### src/lfu_pkg.sv
// ----------------------------------------------------------------------------
// lfu_pkg
// Shared constants and types of the LFU page replacement block.
// ----------------------------------------------------------------------------
package lfu_pkg;

  localparam int MAX_FRAMES  = 8;
  localparam int IDX_W       = (MAX_FRAMES > 1) ? $clog2(MAX_FRAMES) : 1;
  localparam int NUM_W       = $clog2(MAX_FRAMES + 1);
  localparam int CFG_W       = 4;
  localparam int CFG_RESET   = 3;
  localparam int PAGE_W      = 4;
  localparam int FRAME_W     = 3;
  localparam int COUNT_WIDTH = 16;
  localparam int TIME_W      = 32;
  localparam int FAULT_W     = 16;

  typedef struct packed {
    logic                   vld;
    logic                   hit_found;
    logic [IDX_W-1:0]       hit_idx;
    logic                   free_found;
    logic [IDX_W-1:0]       free_idx;
    logic                   min_found;
    logic [IDX_W-1:0]       min_idx;
    logic [COUNT_WIDTH-1:0] min_cnt;
    logic [TIME_W-1:0]      min_time;
    logic [PAGE_W-1:0]      min_page;
  } lfu_rec_t;

  typedef struct packed {
    logic              clr;
    logic              en;
    logic              hit;
    logic [IDX_W-1:0]  idx;
    logic [PAGE_W-1:0] page;
    logic [TIME_W-1:0] ltime;
  } lfu_upd_t;

endpackage

### src/lfu_if.sv
// ----------------------------------------------------------------------------
// lfu_if
// Valid/ready channels for page references and replacement results.
// ----------------------------------------------------------------------------
interface lfu_in_if import lfu_pkg::*; ();
  logic              valid;
  logic              ready;
  logic [PAGE_W-1:0] page;
  logic              start_of_string;

  modport source (output valid, page, start_of_string, input ready);
  modport sink   (input valid, page, start_of_string, output ready);
endinterface

interface lfu_out_if import lfu_pkg::*; ();
  logic               valid;
  logic               ready;
  logic               hit;
  logic [FRAME_W-1:0] frame;
  logic               evicted_valid;
  logic [PAGE_W-1:0]  evicted_page;
  logic [FAULT_W-1:0] fault_total;

  modport source (output valid, hit, frame, evicted_valid, evicted_page, fault_total,
                  input ready);
  modport sink   (input valid, hit, frame, evicted_valid, evicted_page, fault_total,
                  output ready);
endinterface

### src/lfu_cell.sv
// ----------------------------------------------------------------------------
// lfu_cell
// One frame of the replacement chain: holds its page, use count and load
// time, and folds them into the search record passed to its neighbor.
// ----------------------------------------------------------------------------
module lfu_cell import lfu_pkg::*; (
  input  logic              clk,
  input  logic              rst_n,
  input  logic [IDX_W-1:0]  cell_idx,
  input  logic [NUM_W-1:0]  active_n,
  input  logic [PAGE_W-1:0] page,
  input  lfu_upd_t          upd,
  input  lfu_rec_t          rec_i,
  output lfu_rec_t          rec_o
);

  logic                   valid_r;
  logic [PAGE_W-1:0]      page_r;
  logic [COUNT_WIDTH-1:0] cnt_r;
  logic [TIME_W-1:0]      time_r;
  lfu_rec_t               rec_r;
  lfu_rec_t               rec_nxt;
  logic                   act;
  logic                   better;
  logic                   mine;

  assign act    = 32'(cell_idx) < 32'(active_n);
  assign better = !rec_i.min_found || (cnt_r < rec_i.min_cnt) ||
                  ((cnt_r == rec_i.min_cnt) && (time_r < rec_i.min_time));
  assign mine   = upd.en && (upd.idx == cell_idx);

  always_comb begin
    rec_nxt = rec_i;
    if (act && valid_r && (page_r == page) && !rec_i.hit_found) begin
      rec_nxt.hit_found = 1'b1;
      rec_nxt.hit_idx   = cell_idx;
    end
    if (act && !valid_r && !rec_i.free_found) begin
      rec_nxt.free_found = 1'b1;
      rec_nxt.free_idx   = cell_idx;
    end
    if (act && valid_r && better) begin
      rec_nxt.min_found = 1'b1;
      rec_nxt.min_idx   = cell_idx;
      rec_nxt.min_cnt   = cnt_r;
      rec_nxt.min_time  = time_r;
      rec_nxt.min_page  = page_r;
    end
  end

  always_ff @(posedge clk) begin
    if (!rst_n) begin
      valid_r   <= 1'b0;
      rec_r.vld <= 1'b0;
    end else begin
      rec_r <= rec_nxt;
      if (upd.clr) begin
        valid_r <= 1'b0;
      end else if (mine && !upd.hit) begin
        valid_r <= 1'b1;
      end
    end
  end

  always_ff @(posedge clk) begin
    if (mine) begin
      if (upd.hit) begin
        if (cnt_r != {COUNT_WIDTH{1'b1}}) begin
          cnt_r <= cnt_r + COUNT_WIDTH'(1);
        end
      end else begin
        page_r <= upd.page;
        cnt_r  <= COUNT_WIDTH'(1);
        time_r <= upd.ltime;
      end
    end
  end

  assign rec_o = rec_r;

endmodule

### src/lfu_page_replacement.sv
// ----------------------------------------------------------------------------
// lfu_page_replacement
// LFU page replacement with first-loaded tie break over a chain of frame cells.
// ----------------------------------------------------------------------------
// The input channel carries one page reference per beat; the result channel
// returns one beat per reference with hit, frame, evicted page and the fault
// total. The cfg_ port writes the number of managed frames.
// After a reference is accepted, a search record walks the frame cells, one
// cell per cycle, and collects the matching frame, the lowest empty frame and
// the least used frame. The record waits at the end of the chain; the chosen
// frame is updated when the result is registered, once the output is free.
// The time from acceptance to a result is set by the walk along the chain;
// a new reference is accepted once the previous result is registered.
// Reset empties all frames, clears the fault total and the reference index,
// and sets the frame count to three. A start flag on a reference does the
// same clearing, the frame count aside. While the receiver stalls, the
// result is held in the output register, the next reference is still taken,
// and its search waits in front of the output register until it frees up.
// ----------------------------------------------------------------------------
module lfu_page_replacement import lfu_pkg::*; (
  input  logic             clk,
  input  logic             rst_n,
  lfu_in_if.sink           in_ch,
  lfu_out_if.source        out_ch,
  input  logic             cfg_we,
  input  logic [CFG_W-1:0] cfg_wdata
);

  logic [CFG_W-1:0]   cfg_r;
  logic [NUM_W-1:0]   active_n;
  logic               busy_r;
  logic               launch_r;
  logic [PAGE_W-1:0]  page_r;
  lfu_rec_t           res_r;
  logic               pend_r;
  logic [TIME_W-1:0]  ref_idx_r;
  logic [FAULT_W-1:0] fault_r;
  logic [FAULT_W-1:0] fault_nxt;
  logic               out_valid_r;
  logic               out_hit_r;
  logic [FRAME_W-1:0] out_frame_r;
  logic               out_ev_valid_r;
  logic [PAGE_W-1:0]  out_ev_page_r;
  logic [FAULT_W-1:0] out_fault_r;
  logic               accept;
  logic               commit;
  logic [IDX_W-1:0]   sel;
  logic               evict;
  lfu_upd_t           upd;
  lfu_rec_t           seed;
  lfu_rec_t           rec [MAX_FRAMES];
  logic [MAX_FRAMES-1:0] tok;

  always_comb begin
    if (cfg_r == '0) begin
      active_n = NUM_W'(1);
    end else if (32'(cfg_r) > MAX_FRAMES) begin
      active_n = NUM_W'(MAX_FRAMES);
    end else begin
      active_n = NUM_W'(cfg_r);
    end
  end

  assign accept = in_ch.valid && in_ch.ready;
  assign commit = pend_r && (!out_valid_r || out_ch.ready);
  assign in_ch.ready = !busy_r;

  always_comb begin
    priority if (res_r.hit_found) begin
      sel = res_r.hit_idx;
    end else if (res_r.free_found) begin
      sel = res_r.free_idx;
    end else begin
      sel = res_r.min_idx;
    end
  end

  assign evict     = !res_r.hit_found && !res_r.free_found;
  assign fault_nxt = (!res_r.hit_found && (fault_r != {FAULT_W{1'b1}})) ?
                     fault_r + FAULT_W'(1) : fault_r;

  always_comb begin
    upd.clr   = accept && in_ch.start_of_string;
    upd.en    = commit;
    upd.hit   = res_r.hit_found;
    upd.idx   = sel;
    upd.page  = page_r;
    upd.ltime = ref_idx_r;
  end

  always_comb begin
    seed     = '0;
    seed.vld = launch_r;
  end

  for (genvar g = 0; g < MAX_FRAMES; g++) begin : g_cell
    lfu_cell u_cell (
      .clk      (clk),
      .rst_n    (rst_n),
      .cell_idx (IDX_W'(g)),
      .active_n (active_n),
      .page     (page_r),
      .upd      (upd),
      .rec_i    ((g == 0) ? seed : rec[(g == 0) ? 0 : g - 1]),
      .rec_o    (rec[g])
    );
    assign tok[g] = rec[g].vld;
  end

  always_ff @(posedge clk) begin
    if (!rst_n) begin
      cfg_r       <= CFG_W'(CFG_RESET);
      busy_r      <= 1'b0;
      launch_r    <= 1'b0;
      pend_r      <= 1'b0;
      ref_idx_r   <= '0;
      fault_r     <= '0;
      out_valid_r <= 1'b0;
    end else begin
      if (cfg_we) begin
        cfg_r <= cfg_wdata;
      end
      launch_r <= accept;
      if (accept) begin
        busy_r <= 1'b1;
        if (in_ch.start_of_string) begin
          ref_idx_r <= '0;
          fault_r   <= '0;
        end
      end else if (commit) begin
        busy_r <= 1'b0;
      end
      if (rec[MAX_FRAMES-1].vld) begin
        pend_r <= 1'b1;
      end else if (commit) begin
        pend_r <= 1'b0;
      end
      if (commit) begin
        fault_r <= fault_nxt;
        if (ref_idx_r != {TIME_W{1'b1}}) begin
          ref_idx_r <= ref_idx_r + TIME_W'(1);
        end
        out_valid_r <= 1'b1;
      end else if (out_ch.ready) begin
        out_valid_r <= 1'b0;
      end
    end
  end

  always_ff @(posedge clk) begin
    if (accept) begin
      page_r <= in_ch.page;
    end
    if (rec[MAX_FRAMES-1].vld) begin
      res_r <= rec[MAX_FRAMES-1];
    end
    if (commit) begin
      out_hit_r      <= res_r.hit_found;
      out_frame_r    <= FRAME_W'(sel);
      out_ev_valid_r <= evict;
      out_ev_page_r  <= evict ? res_r.min_page : '0;
      out_fault_r    <= fault_nxt;
    end
  end

  assign out_ch.valid         = out_valid_r;
  assign out_ch.hit           = out_hit_r;
  assign out_ch.frame         = out_frame_r;
  assign out_ch.evicted_valid = out_ev_valid_r;
  assign out_ch.evicted_page  = out_ev_page_r;
  assign out_ch.fault_total   = out_fault_r;

  a_one_in_flight: assert property (@(posedge clk) disable iff (!rst_n)
    $onehot0({tok, pend_r, launch_r}))
    else $error("more than one reference in flight");

  a_ready_when_empty: assert property (@(posedge clk) disable iff (!rst_n)
    in_ch.ready |-> (tok == '0) && !pend_r && !launch_r)
    else $error("input ready while a search is under way");

  a_evict_on_miss: assert property (@(posedge clk) disable iff (!rst_n)
    out_ch.valid |-> !(out_ch.hit && out_ch.evicted_valid))
    else $error("eviction reported on a hit");

  a_commit_clears_busy: assert property (@(posedge clk) disable iff (!rst_n)
    commit |=> !busy_r && out_ch.valid)
    else $error("commit did not release the block");

endmodule
### src/flat_wrapper.sv
// flat-port wrapper written by rule: the top's interface ports become plain ports
module lfu_page_replacement_flat import lfu_pkg::*;
  (clk, rst_n, cfg_we, cfg_wdata, in_ch_valid, in_ch_page, in_ch_start_of_string, in_ch_ready, out_ch_valid, out_ch_hit, out_ch_frame, out_ch_evicted_valid, out_ch_evicted_page, out_ch_fault_total, out_ch_ready);
  lfu_in_if in_ch_i ();
  lfu_out_if out_ch_i ();
  input  logic clk;
  input  logic rst_n;
  input  logic cfg_we;
  input  logic [CFG_W-1:0] cfg_wdata;
  input wire logic [$bits(in_ch_i.valid)-1:0] in_ch_valid;
  input wire logic [$bits(in_ch_i.page)-1:0] in_ch_page;
  input wire logic [$bits(in_ch_i.start_of_string)-1:0] in_ch_start_of_string;
  output wire logic [$bits(in_ch_i.ready)-1:0] in_ch_ready;
  output wire logic [$bits(out_ch_i.valid)-1:0] out_ch_valid;
  output wire logic [$bits(out_ch_i.hit)-1:0] out_ch_hit;
  output wire logic [$bits(out_ch_i.frame)-1:0] out_ch_frame;
  output wire logic [$bits(out_ch_i.evicted_valid)-1:0] out_ch_evicted_valid;
  output wire logic [$bits(out_ch_i.evicted_page)-1:0] out_ch_evicted_page;
  output wire logic [$bits(out_ch_i.fault_total)-1:0] out_ch_fault_total;
  input wire logic [$bits(out_ch_i.ready)-1:0] out_ch_ready;
  assign in_ch_i.valid = in_ch_valid;
  assign in_ch_i.page = in_ch_page;
  assign in_ch_i.start_of_string = in_ch_start_of_string;
  assign in_ch_ready = in_ch_i.ready;
  assign out_ch_valid = out_ch_i.valid;
  assign out_ch_hit = out_ch_i.hit;
  assign out_ch_frame = out_ch_i.frame;
  assign out_ch_evicted_valid = out_ch_i.evicted_valid;
  assign out_ch_evicted_page = out_ch_i.evicted_page;
  assign out_ch_fault_total = out_ch_i.fault_total;
  assign out_ch_i.ready = out_ch_ready;
  lfu_page_replacement u_core (.clk(clk), .rst_n(rst_n), .in_ch(in_ch_i), .out_ch(out_ch_i), .cfg_we(cfg_we), .cfg_wdata(cfg_wdata));
endmodule
### config.mk
export PLATFORM = sky130hd
export DESIGN_NAME = lfu_page_replacement_flat
export DESIGN_NICKNAME = d
export VERILOG_FILES = /design/src/lfu_pkg.sv /design/src/lfu_if.sv /design/src/lfu_cell.sv /design/src/lfu_page_replacement.sv /design/src/flat_wrapper.sv
export SDC_FILE = /design/constraint.sdc
export NUM_CORES = 2
export LEC_CHECK = 0
export BUFFER_PORTS_ARGS = -buffer_cell sky130_fd_sc_hd__buf_2
export CELL_PAD_IN_SITES_DETAIL_PLACEMENT = 0
export CELL_PAD_IN_SITES_GLOBAL_PLACEMENT = 2
export CORE_ASPECT_RATIO = 0.8
export CORE_MARGIN = 5
export CORE_UTILIZATION = 43
export CTS_BUF_LIST = sky130_fd_sc_hd__clkbuf_8
export CTS_CLUSTER_DIAMETER = 120
export DETAILED_ROUTE_END_ITERATION = 8
export PLACE_DENSITY_LB_ADDON = 0.1
export SETUP_SLACK_MARGIN = 0.15
export SLEW_MARGIN = 20
export SYNTH_ARGS = -nofsm -noshare
export SYNTH_HDL_FRONTEND = slang
export SYNTH_SLANG_ARGS = --single-unit
export TNS_END_PERCENT = 50
### constraint.sdc
create_clock -name clk -period 3.8 [get_ports clk]
set_input_delay 0.57 -clock clk [delete_from_list [all_inputs] [get_ports clk]]
set_output_delay 0.57 -clock clk [all_outputs]
set_load 0.01 [all_outputs]
==> metrics <==
root buffer cell=clkbuf_8; vias per cell=5.20; CTS tree=built; first-pass iteration count of the detailed router=5; CP max FO=24; Hold WC Path Type=input port to flop; number of library cell types mapped by synthesis=78; area of the die=117000 um2; layout cells sized above 1=0.176; Max rail drop VDD=0.281 mV; Yosys warning count=0; Max-cap violations=0; wire length on met3=5050 um; pre-CTS WS=421 ps; Fin. Hold Viols=0; relative slew slack=0.302; Core Area=109000 um2; Fin Setup TNS=0 ps; IO Pins=41; Setup-failing EPs final=0; Inserted Clock Buffers=164; top cell type's share of synthesized area=0.574; H-tree depth=4; Area growth, synth to finish=12.0%; total power=21.5 mW; worst path arrival time=3970 ps; area leader, netlist=edfxtp_1; DRC viols=0; Initial Utilization=0.434; status=finished, final reports clean; top_reg_cell synth=edfxtp_1; total global-route track usage=0.184; vias in the first global route=28.1k; cell area after synthesis=47200 um2; top layer used by detailed routing=met4; GPL Wtd Cong=0.832; Port Buffers=40; Synth top cells by count=edfxtp_1 (902), inv_1 (359), ha_1 (339); Leakage=21.2 nW; first-pass GRT wire length=167000 um; GRT overflow=0; Pins Over Slew Limit=0; met2 WL post-DR=44000 um; final worst slack=424 ps; register area share after synthesis=0.604; EDFF count, synth=902; dpl hpwl=76200 um; Tmin final=3380 ps; RSZ-0062 raised after global routing=yes; Final ANT Viol Nets=0; largest net degree at the start of global routing=134; DR vias=27.7k; WL per Instance=20.3 um; Synth Instances=3520; critical path capture point type=flop; Final #Nets=4117; row count=108; M1 wire length=56800 um; detailed-route wire length=108000 um; Syn Area/Cell=13.4 um2; f_max=296 MHz; clk_skew=28.4 ps; Req. time, crit path=4400 ps; Clock Pin Slew Worst Setup and Hold Paths=60 ps; CTS Buffer Depth=3; final core occ=0.486; Final Cycle Share=0.889; die height=306 um; CP Launch Type=flop; Yosys reg bits=974; asr flop ratio synth=0; initial antenna violation count=6; Clock Sinks=974; top-count cell post-synth=edfxtp_1; clock latency at the later pin of the worst-skew pair=850 ps; # fillers=9506; Synth area leaders=edfxtp_1 (57%), ha_1 (9.0%), mux2_2 (5.9%); power per cell area=407 nW/um2; slew of the pin with the lowest slew margin=1050 ps; Starting DRT DRC Count=1733; Synthesized Nets=3873; Crit Path Class=flop to flop; Die W=380 um
[path summary, 6_finish.rpt]
kind,endpoint,slack [ps],from,depth (start not counted)
setup / recovery,u_core.g_cell[5].u_cell.rec_o[45]$_DFFE_PP_,420,u_core.g_cell[5].u_cell.cnt_r[12]$_SDFFCE_PN0P_,8
hold / removal,u_core.ref_idx_r[14]$_SDFF_PN0_,170,rst_n,3
setup reg to reg,u_core.g_cell[5].u_cell.rec_o[45]$_DFFE_PP_,420,u_core.g_cell[5].u_cell.cnt_r[12]$_SDFFCE_PN0P_,8
hold reg to reg,u_core.res_r[59]$_DFFE_PP_,420,u_core.g_cell[7].u_cell.rec_o[59]$_SDFFCE_PP1P_,0
[metal layers]
metal,track usage,vias to the layer above
met1,0.289,13500
met5,0,-
li1,-,13500
met2,0.260,606
met4,0.0565,0
met3,0.0315,178
[cell type report]
type / instances / area, um2 / share of cell area
sequential: 974 / 28500 / 0.540
inverter: 360 / 1350 / 0.0256
clock inverter: 123 / 572 / 0.0108
timing repair buffer: 157 / 1220 / 0.0230
multi-input combinational: 2107 / 17000 / 0.321
clock buffer: 176 / 2420 / 0.0458
antenna: 6 / 15.0 / 0.000284
tap: 1430 / 1790 / 0.0338
[stage by stage]
step | instances | hold slack (ps) | instance area [um2]
2_1_floorplan | 3520 | 400 | 47200
3_3_place_gp | 5012 | 404 | 49700
3_5_place_dp | 5014 | 406 | 49700
4_1_cts | 5326 | 55.8 | 52800
5_1_grt | 5328 | 89.8 | 52900
6_report | 5333 | 165 | 52900
[report_power, final]
part | switching (mW) | internal (mW) | total [mW]
Sequential | 0.168 | 11.9 | 12.1
Clock | 4.29 | 4.40 | 8.69
Combinational | 0.406 | 0.324 | 0.730
Total | 4.87 | 16.6 | 21.5
[registers in the layout, indices dropped and copies added, names as in the netlist, 3 cells and up]
name / count
u_core.g_cell.u_cell.rec_o: 450
u_core.g_cell.u_cell.valid_r: 8
u_core.out_ch.evicted_page: 4
u_core.g_cell.u_cell.time_r: 256
u_core.page_r: 4
u_core.g_cell.u_cell.cnt_r: 128
u_core.out_ch.fault_total: 16
u_core.res_r: 15
u_core.out_ch.frame: 3
u_core.g_cell.u_cell.page_r: 32
u_core.cfg_r: 4
u_core.fault_r: 16
u_core.ref_idx_r: 32
[repair_timing]
action | 4_1_cts | 5_1_grt
gates resized for setup | 0 | 1
hold endpoints to repair | 10 | 0
endpoints found under the setup margin | 0 | 3
hold buffers | 13 | 0
setup buffers | 0 | 0
[cell usage in the layout (no fill, tap or decap), types with 21 or more instances in the layout]
cell / netlist / final
nand2_1: 173 / 173
buf_4: 5 / 96
ha_1: 339 / 339
xor2_1: 45 / 45
or2_2: 24 / 24
nor3_1: 31 / 29
nor2_1: 106 / 98
clkbuf_8: 0 / 176
clkinv_1: 1 / 31
edfxtp_1: 902 / 902
and3_1: 34 / 34
buf_2: 8 / 39
mux2_1: 25 / 25
xnor2_1: 103 / 103
inv_1: 359 / 428
nand4_1: 70 / 70
o21ai_0: 77 / 77
nand2b_1: 44 / 44
and4_1: 37 / 37
a21boi_0: 21 / 21
a21oi_1: 124 / 124
mux2_4: 40 / 40
dfxtp_1: 72 / 72
or3_1: 27 / 27
a21o_1: 32 / 32
nand3_1: 94 / 94
nor2b_1: 26 / 26
mux2_2: 249 / 249
and2_1: 173 / 173
[logic make-up after synthesis]
logic type,share of synthesized area
AOI/OAI and AO/OA,0.0551
muxes,0.0808
DFF,0.604
adders and majority gates,0.0898
xor gates and xnor gates,0.0275
and+or+nand+nor,0.104
buffers and inverters,0.0387
[critical path, cell delays in order (launching register included)]
cell,delay [ps]
edfxtp_1,480
ha_1,330
nand4_1,140
or4_1,610
nor4b_1,310
nand4_1,180
o22ai_4,320
buf_6,390
mux2_1,350
Note: power is estimated with default switching activity, not from simulation.
